**config.mk**
```make
export PLATFORM = sky130hd
export DESIGN_NAME = byte_stream_token_lexer
export DESIGN_NICKNAME = d
export VERILOG_FILES = /design/src/hw/rtl/bstl_pkg.sv /design/src/hw/rtl/bstl_lexer.sv /design/src/hw/rtl/bstl_tok_fifo.sv /design/src/hw/rtl/byte_stream_token_lexer.sv
export SDC_FILE = /design/constraint.sdc
export NUM_CORES = 1
export LEC_CHECK = 0
export BUFFER_PORTS_ARGS = -buffer_cell sky130_fd_sc_hd__buf_2
export CAP_MARGIN = 30
export CORE_UTILIZATION = 60
export CTS_CLUSTER_DIAMETER = 150
export DETAILED_ROUTE_END_ITERATION = 10
export HOLD_SLACK_MARGIN = 0.06
export PLACE_DENSITY = 0.78
export SYNTH_ARGS = -nofsm -noshare
export SYNTH_HDL_FRONTEND = slang
export SYNTH_HIERARCHICAL = 1
export SYNTH_SLANG_ARGS = --single-unit
```
**constraint.sdc**
```tcl
create_clock -name clk -period 11.6 [get_ports clk]
set_clock_uncertainty 0.1 [all_clocks]
set_input_delay 0.58 -clock clk [delete_from_list [all_inputs] [get_ports clk]]
set_output_delay 0.58 -clock clk [all_outputs]
set_load 0.02 [all_outputs]
```
**src/hw/rtl/bstl_pkg.sv**
```systemverilog
`default_nettype none

package bstl_pkg;

	localparam int CNT_W      = 24;
	localparam int FIELD_W    = 24;
	localparam int NKW        = 6;
	localparam int KW_MAXLEN  = 7;
	localparam int ILEN_W     = 4;
	localparam int FIFO_DEPTH = 4;
	localparam int FIFO_AW    = $clog2(FIFO_DEPTH);

	typedef logic [CNT_W-1:0]   cnt_t;
	typedef logic [FIELD_W-1:0] field_t;
	typedef logic [ILEN_W-1:0]  ilen_t;
	typedef logic [NKW-1:0]     kw_flags_t;

	localparam logic CMD_BYTE = 1'b0;
	localparam logic CMD_END  = 1'b1;

	typedef enum logic [1:0] {
		MODE_IDLE,
		MODE_IDENT,
		MODE_NUM,
		MODE_STR
	} mode_t;

	typedef enum logic [2:0] {
		KIND_KEYWORD = 3'd0,
		KIND_IDENT   = 3'd1,
		KIND_NUMBER  = 3'd2,
		KIND_STRING  = 3'd3,
		KIND_SYMBOL  = 3'd4,
		KIND_EOF     = 3'd5,
		KIND_ERROR   = 3'd6
	} kind_t;

	typedef enum logic [2:0] {
		CLS_SPACE,
		CLS_NEWLINE,
		CLS_ALPHA,
		CLS_DIGIT,
		CLS_QUOTE,
		CLS_SYMBOL,
		CLS_OTHER
	} cls_t;

	typedef struct packed {
		kind_t       kind;
		logic [2:0]  kw;
		field_t      start;
		field_t      len;
		logic [7:0]  ch;
		field_t      line;
		logic        last;
	} tok_t;

	typedef struct packed {
		logic [1:0] n;
		tok_t       t0;
		tok_t       t1;
	} tok_push_t;

	// Keyword text is left-justified, first character in the top byte.
	localparam logic [KW_MAXLEN*8-1:0] KW_TEXT [NKW] = '{
		{"macro", 16'h0000},
		"capsule",
		{"val", 32'h0000_0000},
		{"loop", 24'h00_0000},
		{"say", 32'h0000_0000},
		{"end", 32'h0000_0000}
	};

	localparam logic [2:0] KW_LEN [NKW] = '{3'd5, 3'd7, 3'd3, 3'd4, 3'd3, 3'd3};

	function automatic cnt_t sat_inc(cnt_t v);
		return (&v) ? v : v + cnt_t'(1);
	endfunction

	function automatic cls_t classify(logic [7:0] c);
		cls_t r;
		unique case (c) inside
			8'h20, 8'h09, 8'h0D: r = CLS_SPACE;
			8'h0A: r = CLS_NEWLINE;
			[8'h41:8'h5A], [8'h61:8'h7A], 8'h5F: r = CLS_ALPHA;
			[8'h30:8'h39]: r = CLS_DIGIT;
			8'h22: r = CLS_QUOTE;
			8'h28, 8'h29, 8'h7B, 8'h7D, 8'h3A, 8'h2C, 8'h3D, 8'h2B, 8'h2D, 8'h2A,
			8'h2F: r = CLS_SYMBOL;
			default: r = CLS_OTHER;
		endcase
		return r;
	endfunction

	function automatic kw_flags_t kw_feed(kw_flags_t flags, ilen_t k, logic [7:0] c);
		kw_flags_t r;
		logic [7:0] kc;
		r = flags;
		for (int i = 0; i < NKW; i++) begin
			kc = KW_TEXT[i][(KW_MAXLEN-1-int'(k[2:0]))*8 +: 8];
			if (k >= ilen_t'(KW_LEN[i]) || kc != c) begin
				r[i] = 1'b0;
			end
		end
		return r;
	endfunction

endpackage

`default_nettype wire

```
**src/hw/rtl/bstl_lexer.sv**
```systemverilog
`default_nettype none

module bstl_lexer (
	input  logic                clk,
	input  logic                arst_n,
	input  logic                push,
	input  logic                full,
	input  logic                cmd,
	input  logic [7:0]          byte_value,
	output bstl_pkg::tok_push_t tok_push
);
	import bstl_pkg::*;

	mode_t     mode_q, mode_n;
	cnt_t      start_q, start_n;
	cnt_t      pos_q, pos_n;
	cnt_t      line_q, line_n;
	kw_flags_t flags_q, flags_n;
	ilen_t     ilen_q, ilen_n;

	logic      accept;
	cls_t      cls;
	cnt_t      span;
	tok_t      pend_tok, tok_a, tok_b;
	logic      a_v, b_v;
	logic      finish, do_start;
	kind_t     id_kind;
	logic [2:0] id_kw;
	kw_flags_t fresh_flags, cont_flags;
	ilen_t     cont_ilen;

	assign accept = push && !full;
	assign cls    = classify(byte_value);
	assign span   = (pos_q >= start_q) ? pos_q - start_q : '0;

	assign fresh_flags = kw_feed('1, '0, byte_value);
	assign cont_flags  = kw_feed(flags_q, ilen_q, byte_value);
	assign cont_ilen   = (&ilen_q) ? ilen_q : ilen_q + ilen_t'(1);

	always_comb begin
		id_kind = KIND_IDENT;
		id_kw   = 3'd0;
		for (int i = NKW - 1; i >= 0; i--) begin
			if (flags_q[i] && ilen_q == ilen_t'(KW_LEN[i])) begin
				id_kind = KIND_KEYWORD;
				id_kw   = 3'(i);
			end
		end
	end

	always_comb begin
		pend_tok       = '0;
		pend_tok.start = field_t'(start_q);
		pend_tok.len   = field_t'(span);
		pend_tok.line  = field_t'(line_q);
		unique case (mode_q)
			MODE_IDENT: begin
				pend_tok.kind = id_kind;
				pend_tok.kw   = id_kw;
			end
			MODE_NUM:  pend_tok.kind = KIND_NUMBER;
			MODE_STR:  pend_tok.kind = KIND_STRING;
			MODE_IDLE: pend_tok.kind = KIND_IDENT;
			default:   pend_tok.kind = KIND_IDENT;
		endcase
	end

	always_ff @(posedge clk or negedge arst_n) begin
		if (!arst_n) begin
			mode_q  <= MODE_IDLE;
			start_q <= '0;
			pos_q   <= '0;
			line_q  <= cnt_t'(1);
			flags_q <= '1;
			ilen_q  <= '0;
		end else begin
			mode_q  <= mode_n;
			start_q <= start_n;
			pos_q   <= pos_n;
			line_q  <= line_n;
			flags_q <= flags_n;
			ilen_q  <= ilen_n;
		end
	end

	always_comb begin
		mode_n   = mode_q;
		start_n  = start_q;
		pos_n    = pos_q;
		line_n   = line_q;
		flags_n  = flags_q;
		ilen_n   = ilen_q;
		a_v      = 1'b0;
		b_v      = 1'b0;
		finish   = 1'b0;
		do_start = 1'b0;
		tok_a    = pend_tok;
		tok_b    = '0;
		tok_b.line  = field_t'(line_q);
		tok_b.start = field_t'(pos_q);

		if (accept) begin
			if (cmd == CMD_END) begin
				a_v        = (mode_q != MODE_IDLE);
				b_v        = 1'b1;
				tok_b.kind = KIND_EOF;
				mode_n     = MODE_IDLE;
				start_n    = '0;
				pos_n      = '0;
				line_n     = cnt_t'(1);
				flags_n    = '1;
				ilen_n     = '0;
			end else begin
				unique case (mode_q)
					MODE_IDENT: begin
						if (cls == CLS_ALPHA || cls == CLS_DIGIT) begin
							flags_n = cont_flags;
							ilen_n  = cont_ilen;
						end else begin
							finish   = 1'b1;
							do_start = 1'b1;
						end
					end
					MODE_NUM: begin
						if (cls != CLS_DIGIT) begin
							finish   = 1'b1;
							do_start = 1'b1;
						end
					end
					MODE_STR: begin
						if (cls == CLS_QUOTE) begin
							finish = 1'b1;
						end else if (cls == CLS_NEWLINE) begin
							line_n = sat_inc(line_q);
						end
					end
					MODE_IDLE: do_start = 1'b1;
					default: do_start = 1'b1;
				endcase

				if (finish) begin
					a_v    = 1'b1;
					mode_n = MODE_IDLE;
				end

				if (do_start) begin
					case (cls)
						CLS_NEWLINE: line_n = sat_inc(line_q);
						CLS_ALPHA: begin
							mode_n  = MODE_IDENT;
							start_n = pos_q;
							flags_n = fresh_flags;
							ilen_n  = ilen_t'(1);
						end
						CLS_DIGIT: begin
							mode_n  = MODE_NUM;
							start_n = pos_q;
						end
						CLS_QUOTE: begin
							mode_n  = MODE_STR;
							start_n = sat_inc(pos_q);
						end
						CLS_SYMBOL: begin
							b_v        = 1'b1;
							tok_b.kind = KIND_SYMBOL;
							tok_b.len  = field_t'(1);
							tok_b.ch   = byte_value;
						end
						CLS_OTHER: begin
							b_v        = 1'b1;
							tok_b.kind = KIND_ERROR;
							tok_b.len  = field_t'(1);
							tok_b.ch   = byte_value;
						end
						default: ;
					endcase
				end

				pos_n = sat_inc(pos_q);
			end
		end

		tok_a.last  = !b_v;
		tok_b.last  = 1'b1;
		tok_push.n  = {1'b0, a_v} + {1'b0, b_v};
		tok_push.t0 = a_v ? tok_a : tok_b;
		tok_push.t1 = tok_b;
	end

	assert property (@(posedge clk) disable iff (!arst_n)
		accept && cmd == CMD_END |=> mode_q == MODE_IDLE && pos_q == '0 && line_q == cnt_t'(1))
		else $error("State not restored after end of source.");

	assert property (@(posedge clk) disable iff (!arst_n) line_q != '0)
		else $error("Line counter reached zero.");

	assert property (@(posedge clk) disable iff (!arst_n)
		tok_push.n == 2'd2 |-> !tok_push.t0.last && tok_push.t1.last)
		else $error("Two-token beat marks the wrong token as last.");

	assert property (@(posedge clk) disable iff (!arst_n) !accept |-> tok_push.n == 2'd0)
		else $error("Tokens produced without an accepted beat.");

endmodule

`default_nettype wire

```
**src/hw/rtl/bstl_tok_fifo.sv**
```systemverilog
`default_nettype none

module bstl_tok_fifo (
	input  logic                clk,
	input  logic                arst_n,
	input  bstl_pkg::tok_push_t tok_push,
	input  logic                pop,
	output logic                full,
	output logic                empty,
	output bstl_pkg::tok_t      head
);
	import bstl_pkg::*;

	tok_t                 mem_q [FIFO_DEPTH];
	logic [FIFO_AW-1:0]   wr_q, rd_q;
	logic [FIFO_AW:0]     cnt_q;
	logic                 pop_ok;
	logic [FIFO_AW-1:0]   wr_next;

	assign empty   = (cnt_q == '0);
	assign full    = (cnt_q > (FIFO_AW+1)'(FIFO_DEPTH - 2));
	assign pop_ok  = pop && !empty;
	assign head    = mem_q[rd_q];
	assign wr_next = wr_q + FIFO_AW'(1);

	always_ff @(posedge clk) begin
		if (tok_push.n != 2'd0) begin
			mem_q[wr_q] <= tok_push.t0;
		end
		if (tok_push.n == 2'd2) begin
			mem_q[wr_next] <= tok_push.t1;
		end
	end

	always_ff @(posedge clk or negedge arst_n) begin
		if (!arst_n) begin
			wr_q  <= '0;
			rd_q  <= '0;
			cnt_q <= '0;
		end else begin
			wr_q  <= wr_q + FIFO_AW'(tok_push.n);
			if (pop_ok) begin
				rd_q <= rd_q + FIFO_AW'(1);
			end
			cnt_q <= cnt_q + (FIFO_AW+1)'(tok_push.n) - (FIFO_AW+1)'(pop_ok);
		end
	end

	assert property (@(posedge clk) disable iff (!arst_n)
		cnt_q <= (FIFO_AW+1)'(FIFO_DEPTH))
		else $error("Token queue overflow.");

	assert property (@(posedge clk) disable iff (!arst_n)
		pop_ok && tok_push.n == 2'd0 && cnt_q == (FIFO_AW+1)'(1) |=> empty)
		else $error("Queue not empty after its last token was taken.");

	assert property (@(posedge clk) disable iff (!arst_n)
		tok_push.n != 2'd0 |=> !empty)
		else $error("Queue empty after a token was written.");

endmodule

`default_nettype wire

```
**src/hw/rtl/byte_stream_token_lexer.sv**
```systemverilog
// Streaming lexer: source bytes in, token descriptors out.
// Input queue port: drive cmd and byte_value with push; a beat is taken on a
// clock edge where push is high and full is low. cmd low carries one source
// byte, cmd high marks the end of the source.
// Output queue port: while empty is low the oldest token is on the result
// ports; it is taken on a clock edge where pop is high. Each token gives its
// kind, keyword index, start offset, length, character and line, and
// last_of_run marks the final token caused by one input beat.
// A token is written into the token queue on the clock edge that takes the
// beat completing it. Throughput: one input beat per cycle as long as the
// reader keeps up; a beat may complete up to two tokens (a token ended by a
// symbol or a stray byte, or a pending token plus the end token), and the
// reader drains one token per cycle, so the reader sets that rate, with the
// four-entry token queue buffering between the lexer and the output side.
// full rises when fewer than two queue entries are free, so a stalled reader
// holds the writer back without losing tokens.
// Reset: the queue is empty, the position counter is zero and the line counter
// is one. An end-of-source beat restores the same counter state after its tokens.
`default_nettype none

module byte_stream_token_lexer (
	input  logic        clk,
	input  logic        arst_n,
	input  logic        push,
	output logic        full,
	input  logic        cmd,
	input  logic [7:0]  byte_value,
	output logic        empty,
	input  logic        pop,
	output logic [2:0]  token_kind,
	output logic [2:0]  keyword_index,
	output logic [23:0] start_offset,
	output logic [23:0] lexeme_length,
	output logic [7:0]  char_value,
	output logic [23:0] token_line,
	output logic        last_of_run
);
	import bstl_pkg::*;

	tok_push_t tok_push;
	tok_t      head;

	bstl_lexer u_lexer (
		.clk        (clk),
		.arst_n     (arst_n),
		.push       (push),
		.full       (full),
		.cmd        (cmd),
		.byte_value (byte_value),
		.tok_push   (tok_push)
	);

	bstl_tok_fifo u_fifo (
		.clk      (clk),
		.arst_n   (arst_n),
		.tok_push (tok_push),
		.pop      (pop),
		.full     (full),
		.empty    (empty),
		.head     (head)
	);

	assign token_kind    = head.kind;
	assign keyword_index = head.kw;
	assign start_offset  = 24'(head.start);
	assign lexeme_length = 24'(head.len);
	assign char_value    = head.ch;
	assign token_line    = 24'(head.line);
	assign last_of_run   = head.last;

endmodule

`default_nettype wire

```
Word-level counts from Yosys, hierarchy flattened

Memories as Yosys holds them, arrays and structs flattened.
Index checks and enable logic that the tools add are counted.

Register bits: 91
RAM bits: 348
Output and inout port bits: 89
Memories kept: 1

Memory list:

| name         | depth | width | read ports | clocked after Yosys merged registers in | wr ports | line                | text |
|---|---|---|---|---|---|---|---|
| u_fifo.mem_q | 4     | 87    | 1          | 0                                       | 2        | bstl_tok_fifo.sv:14 | `tok_t mem_q [FIFO_DEPTH];` |

$add $sub $neg: 11
$lt $le $gt $ge: 12
Eq/ne operators: 44
Shift operators: 6
Mux-type cells: 84
Reductions and logical operators: 36

Operators with widths:

| cell                     | number |
|---|---|
| $shiftx 56x32->8 const A | 6 |
| $mux 24                  | 12 |
| $mux 32                  | 3 |
| $eq 8x6->1 const B       | 11 |
| $mux 87                  | 1 |
| $add 24x1->24 const B    | 2 |
| $ne 7x8->1 const A       | 6 |
| $ne 8x8->1               | 6 |
| $pmux 24 s2              | 1 |
| $reduce_and 24->1        | 2 |
| $mux 1                   | 36 |
| $mux 3                   | 10 |
| $mux 6                   | 5 |
| $eq 8x4->1 const B       | 3 |
| $eq 8x7->1 const B       | 3 |
| $ge 24x24->1             | 1 |
| $mux 4                   | 6 |
| $sub 24x24->24           | 1 |
| $pmux 3 s6               | 1 |
| $ge 8x7->1 const B       | 2 |
| $le 8x7->1 const B       | 2 |
| $eq 4x3->1 const B       | 3 |
| $ge 4x3->1 const B       | 3 |
| $pmux 3 s4               | 1 |
| other kinds (35)         | 66 |

Longest topological paths before layout

Word-level depth: 17
Mapped depth: 16
Depth with buffers taken out: 15

Modules after synthesis

Netlist, hierarchy kept.

Modules (own cells, without submodules):

| module        | instances | cells each | area an instance (µm²) | sequential area each (µm²) |
|---|---|---|---|---|
| bstl_tok_fifo | 1         | 883        | 17142.7                | 10625.2 |
| bstl_lexer    | 1         | 1138       | 8722.1                 | 2110.8 |

Worst setup path after synthesis

No wires, ideal clock.

Path type: input port to flip-flop
From: input port byte_value[3]
To: memory u_fifo/mem_q[0][0] (netlist bit), enable pin
Library setup time: 0.652 ns
Arrival: 8.670 ns
Required time: 10.848 ns
Path slack: 2.178 ns
Stages: 10
Path through: buf_4 -> or3b_1 -> or3_1 -> a21oi_1 -> a2111oi_2 -> a21oi_1 -> nor2_1 -> ha_1 -> o21bai_1 -> o21ai_0

RTL lines:

| item        | line                          | text |
|---|---|---|
| from (decl) | byte_stream_token_lexer.sv:27 | `input logic [7:0] byte_value,` |
| to (decl)   | bstl_tok_fifo.sv:14           |  |

==> impl_metrics.tcl <==
set metrics [dict create \
    synthFlopType "edfxtp_1" \
    core_um2 42230 \
    pin_count 102 \
    hpwlAfterDp_um 38160 \
    syn_inst 2021 \
    nets 2070 \
    syn-cell-area_um2 25860 \
    postSynthAreaPerCell_um2 12.80 \
    wl_per_cell_um 23.55 \
    leakagePower_nw 10.26 \
    firstDrtPassIters 7 \
    dieHeight_um 209.6 \
    seq_area_frac_synth_pct 49.24 \
    ir_drop_uv 147.2 \
    fillerInstances 3096 \
    met1_usage_pct 40.97 \
    finalSetupViolations 0 \
    grt_max_degree 64 \
    initial_core_util_pct 61.25 \
    yosys_register_bits 439 \
    drtAntennaViolNets 0 \
    crit_path_max_fanout 53 \
    crit_cells 13 \
    end_kind "register" \
    final_cell_mix "edfxtp_1 (348), mux2_2 (334), nand2_1 (126), nor2_1 (113), buf_2 (100)" \
    grt_pass1_wl_um 96370 \
    crit_end "u_fifo/mem_q[1][49]$_DFFE_PP_" \
    min_period_ns 5.285 \
    drcViolationCount 0 \
    die_area_um2 43940 \
    clock_path_buffers 3 \
    max_cap_viol_count 0 \
    vias_per_cell 6.457 \
    wl_um 61030 \
    synthArstFlopShare_pct 20.73 \
    fmax_mhz 189.2 \
    rsz0062_at_grt "false" \
    startpoint "u_lexer/mode_q[0]$_DFFE_PN0P_" \
    crit_type "reg2reg" \
    synth_area_leaders "edfxtp_1 (40%), mux2_2 (15%), dfrtp_1 (8.1%)" \
    setup_tns_ns 0 \
    grt-busiest-layer "met2" \
    fin_crit_sh_pct 45.56 \
    antenna_cells 0 \
    grt_use_total_pct 28.28 \
    cts_tree "built" \
    yosysTopAreaCellShare_pct 40.40 \
    mostFrequentLayoutCell "edfxtp_1" \
    regToRegEndpoint "u_fifo/mem_q[1][49]$_DFFE_PP_" \
    cts_root_buf "clkbuf_16" \
    max_slew_margin_pct 27.13 \
    fp-row-count 75 \
    rr_startpoint "u_lexer/mode_q[0]$_DFFE_PN0P_" \
    worstHoldPathType "in2reg" \
    htree_levels 2 \
    report.final.slew_viol_count 0 \
    dp_slack_ns 5.809 \
    whs_ns 0.2185 \
    critPathSlowestCell "nor4b_4" \
    clkLatencyLatePin_ns 0.58 \
    area_delta_synth_final_pct 6.932 \
    drt_iter0_markers 1466 \
    layout_setup_ws_ns 6.315 \
    vias 16730 \
    worst_ep_arrival_time_ns 5.49 \
    clk_pin_slew_ns 0.06 \
    grt_pass1_vias 16770 \
    finalPower_w 0.006251 \
    cts.sinks 439 \
    hold_viol 0 \
    synth_cell_type_count 103 \
    max_stage_delay_ns 0.82 \
    layout-drive-gt1-share_pct 32.16 \
    yosysWarnings 6 \
    die_w_um 209.6 \
    r2r_cells 13 \
    synth_edf_count 348 \
    worstSetupStartpointType "register" \
    path_buf_inv 4 \
    cts_buffers 46 \
    r2r_slack_ns 6.31 \
    worstPathRequired_ns 11.81 \
    crit_chain "inv_1, ha_1, inv_1, a41oi_2, nor2_2, a2111oi_2, a21oi_1, nor2_1, ha_1, nor4b_4, buf_4, buf_4, mux2_2" \
    synth_largest_area_cell "edfxtp_1" \
    critPathTopFamily "buffers and inverters" \
    grtUsageMet2_pct 45.55 \
    antenna_found_initial 1 \
    place.gp.congestion 0.8997 \
    grt_overflow 0 \
    status "complete, no violations" \
    tightest_slew_ns 1.087 \
    port_buffers 101 \
    p_per_area_nw_per_um2 226.0 \
    grtUsageMet3_pct 4.190 \
]
## through the flow
step	cell area (um2)	std cells	utilization, %
2_1_floorplan	25960	2046	-
3_3_place_gp	26170	2504	61.97
3_5_place_dp	26170	2504	61.97
4_1_cts	27640	2590	65.45
5_1_grt	27660	2591	65.50
6_report	27660	2591	65.50
## cell families after synthesis
group           after synthesis  synth area share, %
mux                         484                24.73
flops                       439                49.24
simple gates                428                8.335
compound gates              299                7.948
buf+inv                     270                5.699
xor+xnor                     57                1.930
fa+ha+maj                    42                2.090
other cells                   2              0.02904
## worst register-to-register path, delay by kind of cell (launching register included)
| family | cells | cell delay, ns |
|---|---|---|
| muxes | 1 | 0.45 |
| DFF | 1 | 0.43 |
| AOI/OAI and AO/OA | 3 | 0.91 |
| and+or+nand+nor | 3 | 1.10 |
| buffers and inverters | 4 | 1.47 |
| adders and majority gates | 2 | 0.56 |
## layout make-up
type / instances / area [um2] / share of cell area [%]
clock buffers: 63 / 1256 / 4.542
well taps: 539 / 674.4 / 2.438
repair buffers: 128 / 725.7 / 2.624
multi-input cells: 1337 / 11820 / 42.73
clock inverters: 22 / 202.7 / 0.7329
flip-flops and latches: 439 / 12740 / 46.08
inverters: 63 / 236.5 / 0.8550
## cells in the mapped netlist (36+ instances only)
cell type / number
ha_1: 40
buf_4: 84
dfrtp_1: 84
clkbuf_1: 50
xnor2_1: 36
buf_2: 56
inv_1: 62
nor3_1: 36
nor2_1: 115
a21oi_1: 56
mux2_2: 334
nand2_1: 126
o21ai_0: 56
mux2_1: 36
edfxtp_1: 348
mux4_2: 87
## power by group
group	internal, W	switching (W)	total [W]
registers	0.00204	0.000269	0.00231
logic	0.00102	0.00148	0.00249
clock network	0.000845	0.000602	0.00145
total	0.00390	0.00235	0.00625
## flip-flops by register name (all words and copies together) (netlist names)
register,count
u_fifo/mem_q,348
u_lexer/line_q,24
u_lexer/pos_q,24
u_lexer/start_q,24
u_lexer/flags_q,6
u_lexer/ilen_q,4
u_fifo/cnt_q,3
u_fifo/rd_q,2
u_fifo/wr_q,2
u_lexer/mode_q,2
## worst min path at each step
stage                                           endpoint                      startpoint  cells past startpoint
after floorplan                u_fifo/cnt_q[0]$_DFF_PN0_                          arst_n                      0
after global routing          u_fifo/rd_q[0]$_DFFE_PN0P_                             pop                      3
after global placement    u_lexer/flags_q[4]$_DFFE_PN1P_  u_lexer/flags_q[4]$_DFFE_PN1P_                      2
after CTS                     u_fifo/rd_q[0]$_DFFE_PN0P_                             pop                      3
after detailed placement  u_lexer/flags_q[4]$_DFFE_PN1P_  u_lexer/flags_q[4]$_DFFE_PN1P_                      2
final                         u_fifo/rd_q[0]$_DFFE_PN0P_                             pop                      3
## repair_timing
action / in CTS / in global routing
hold endpoints to repair: 32 / 0
gates resized for setup: 0 / 0
setup buffers: 0 / 0
hold buffers: 1 / 0
## routing by layer
layer	share of wire [%]	vias up
li1	-	7619
met1	44	8426
met2	48	596
met3	6.1	90
met4	1.7	0
met5	0	-
Power figures use the tool's default switching activity.
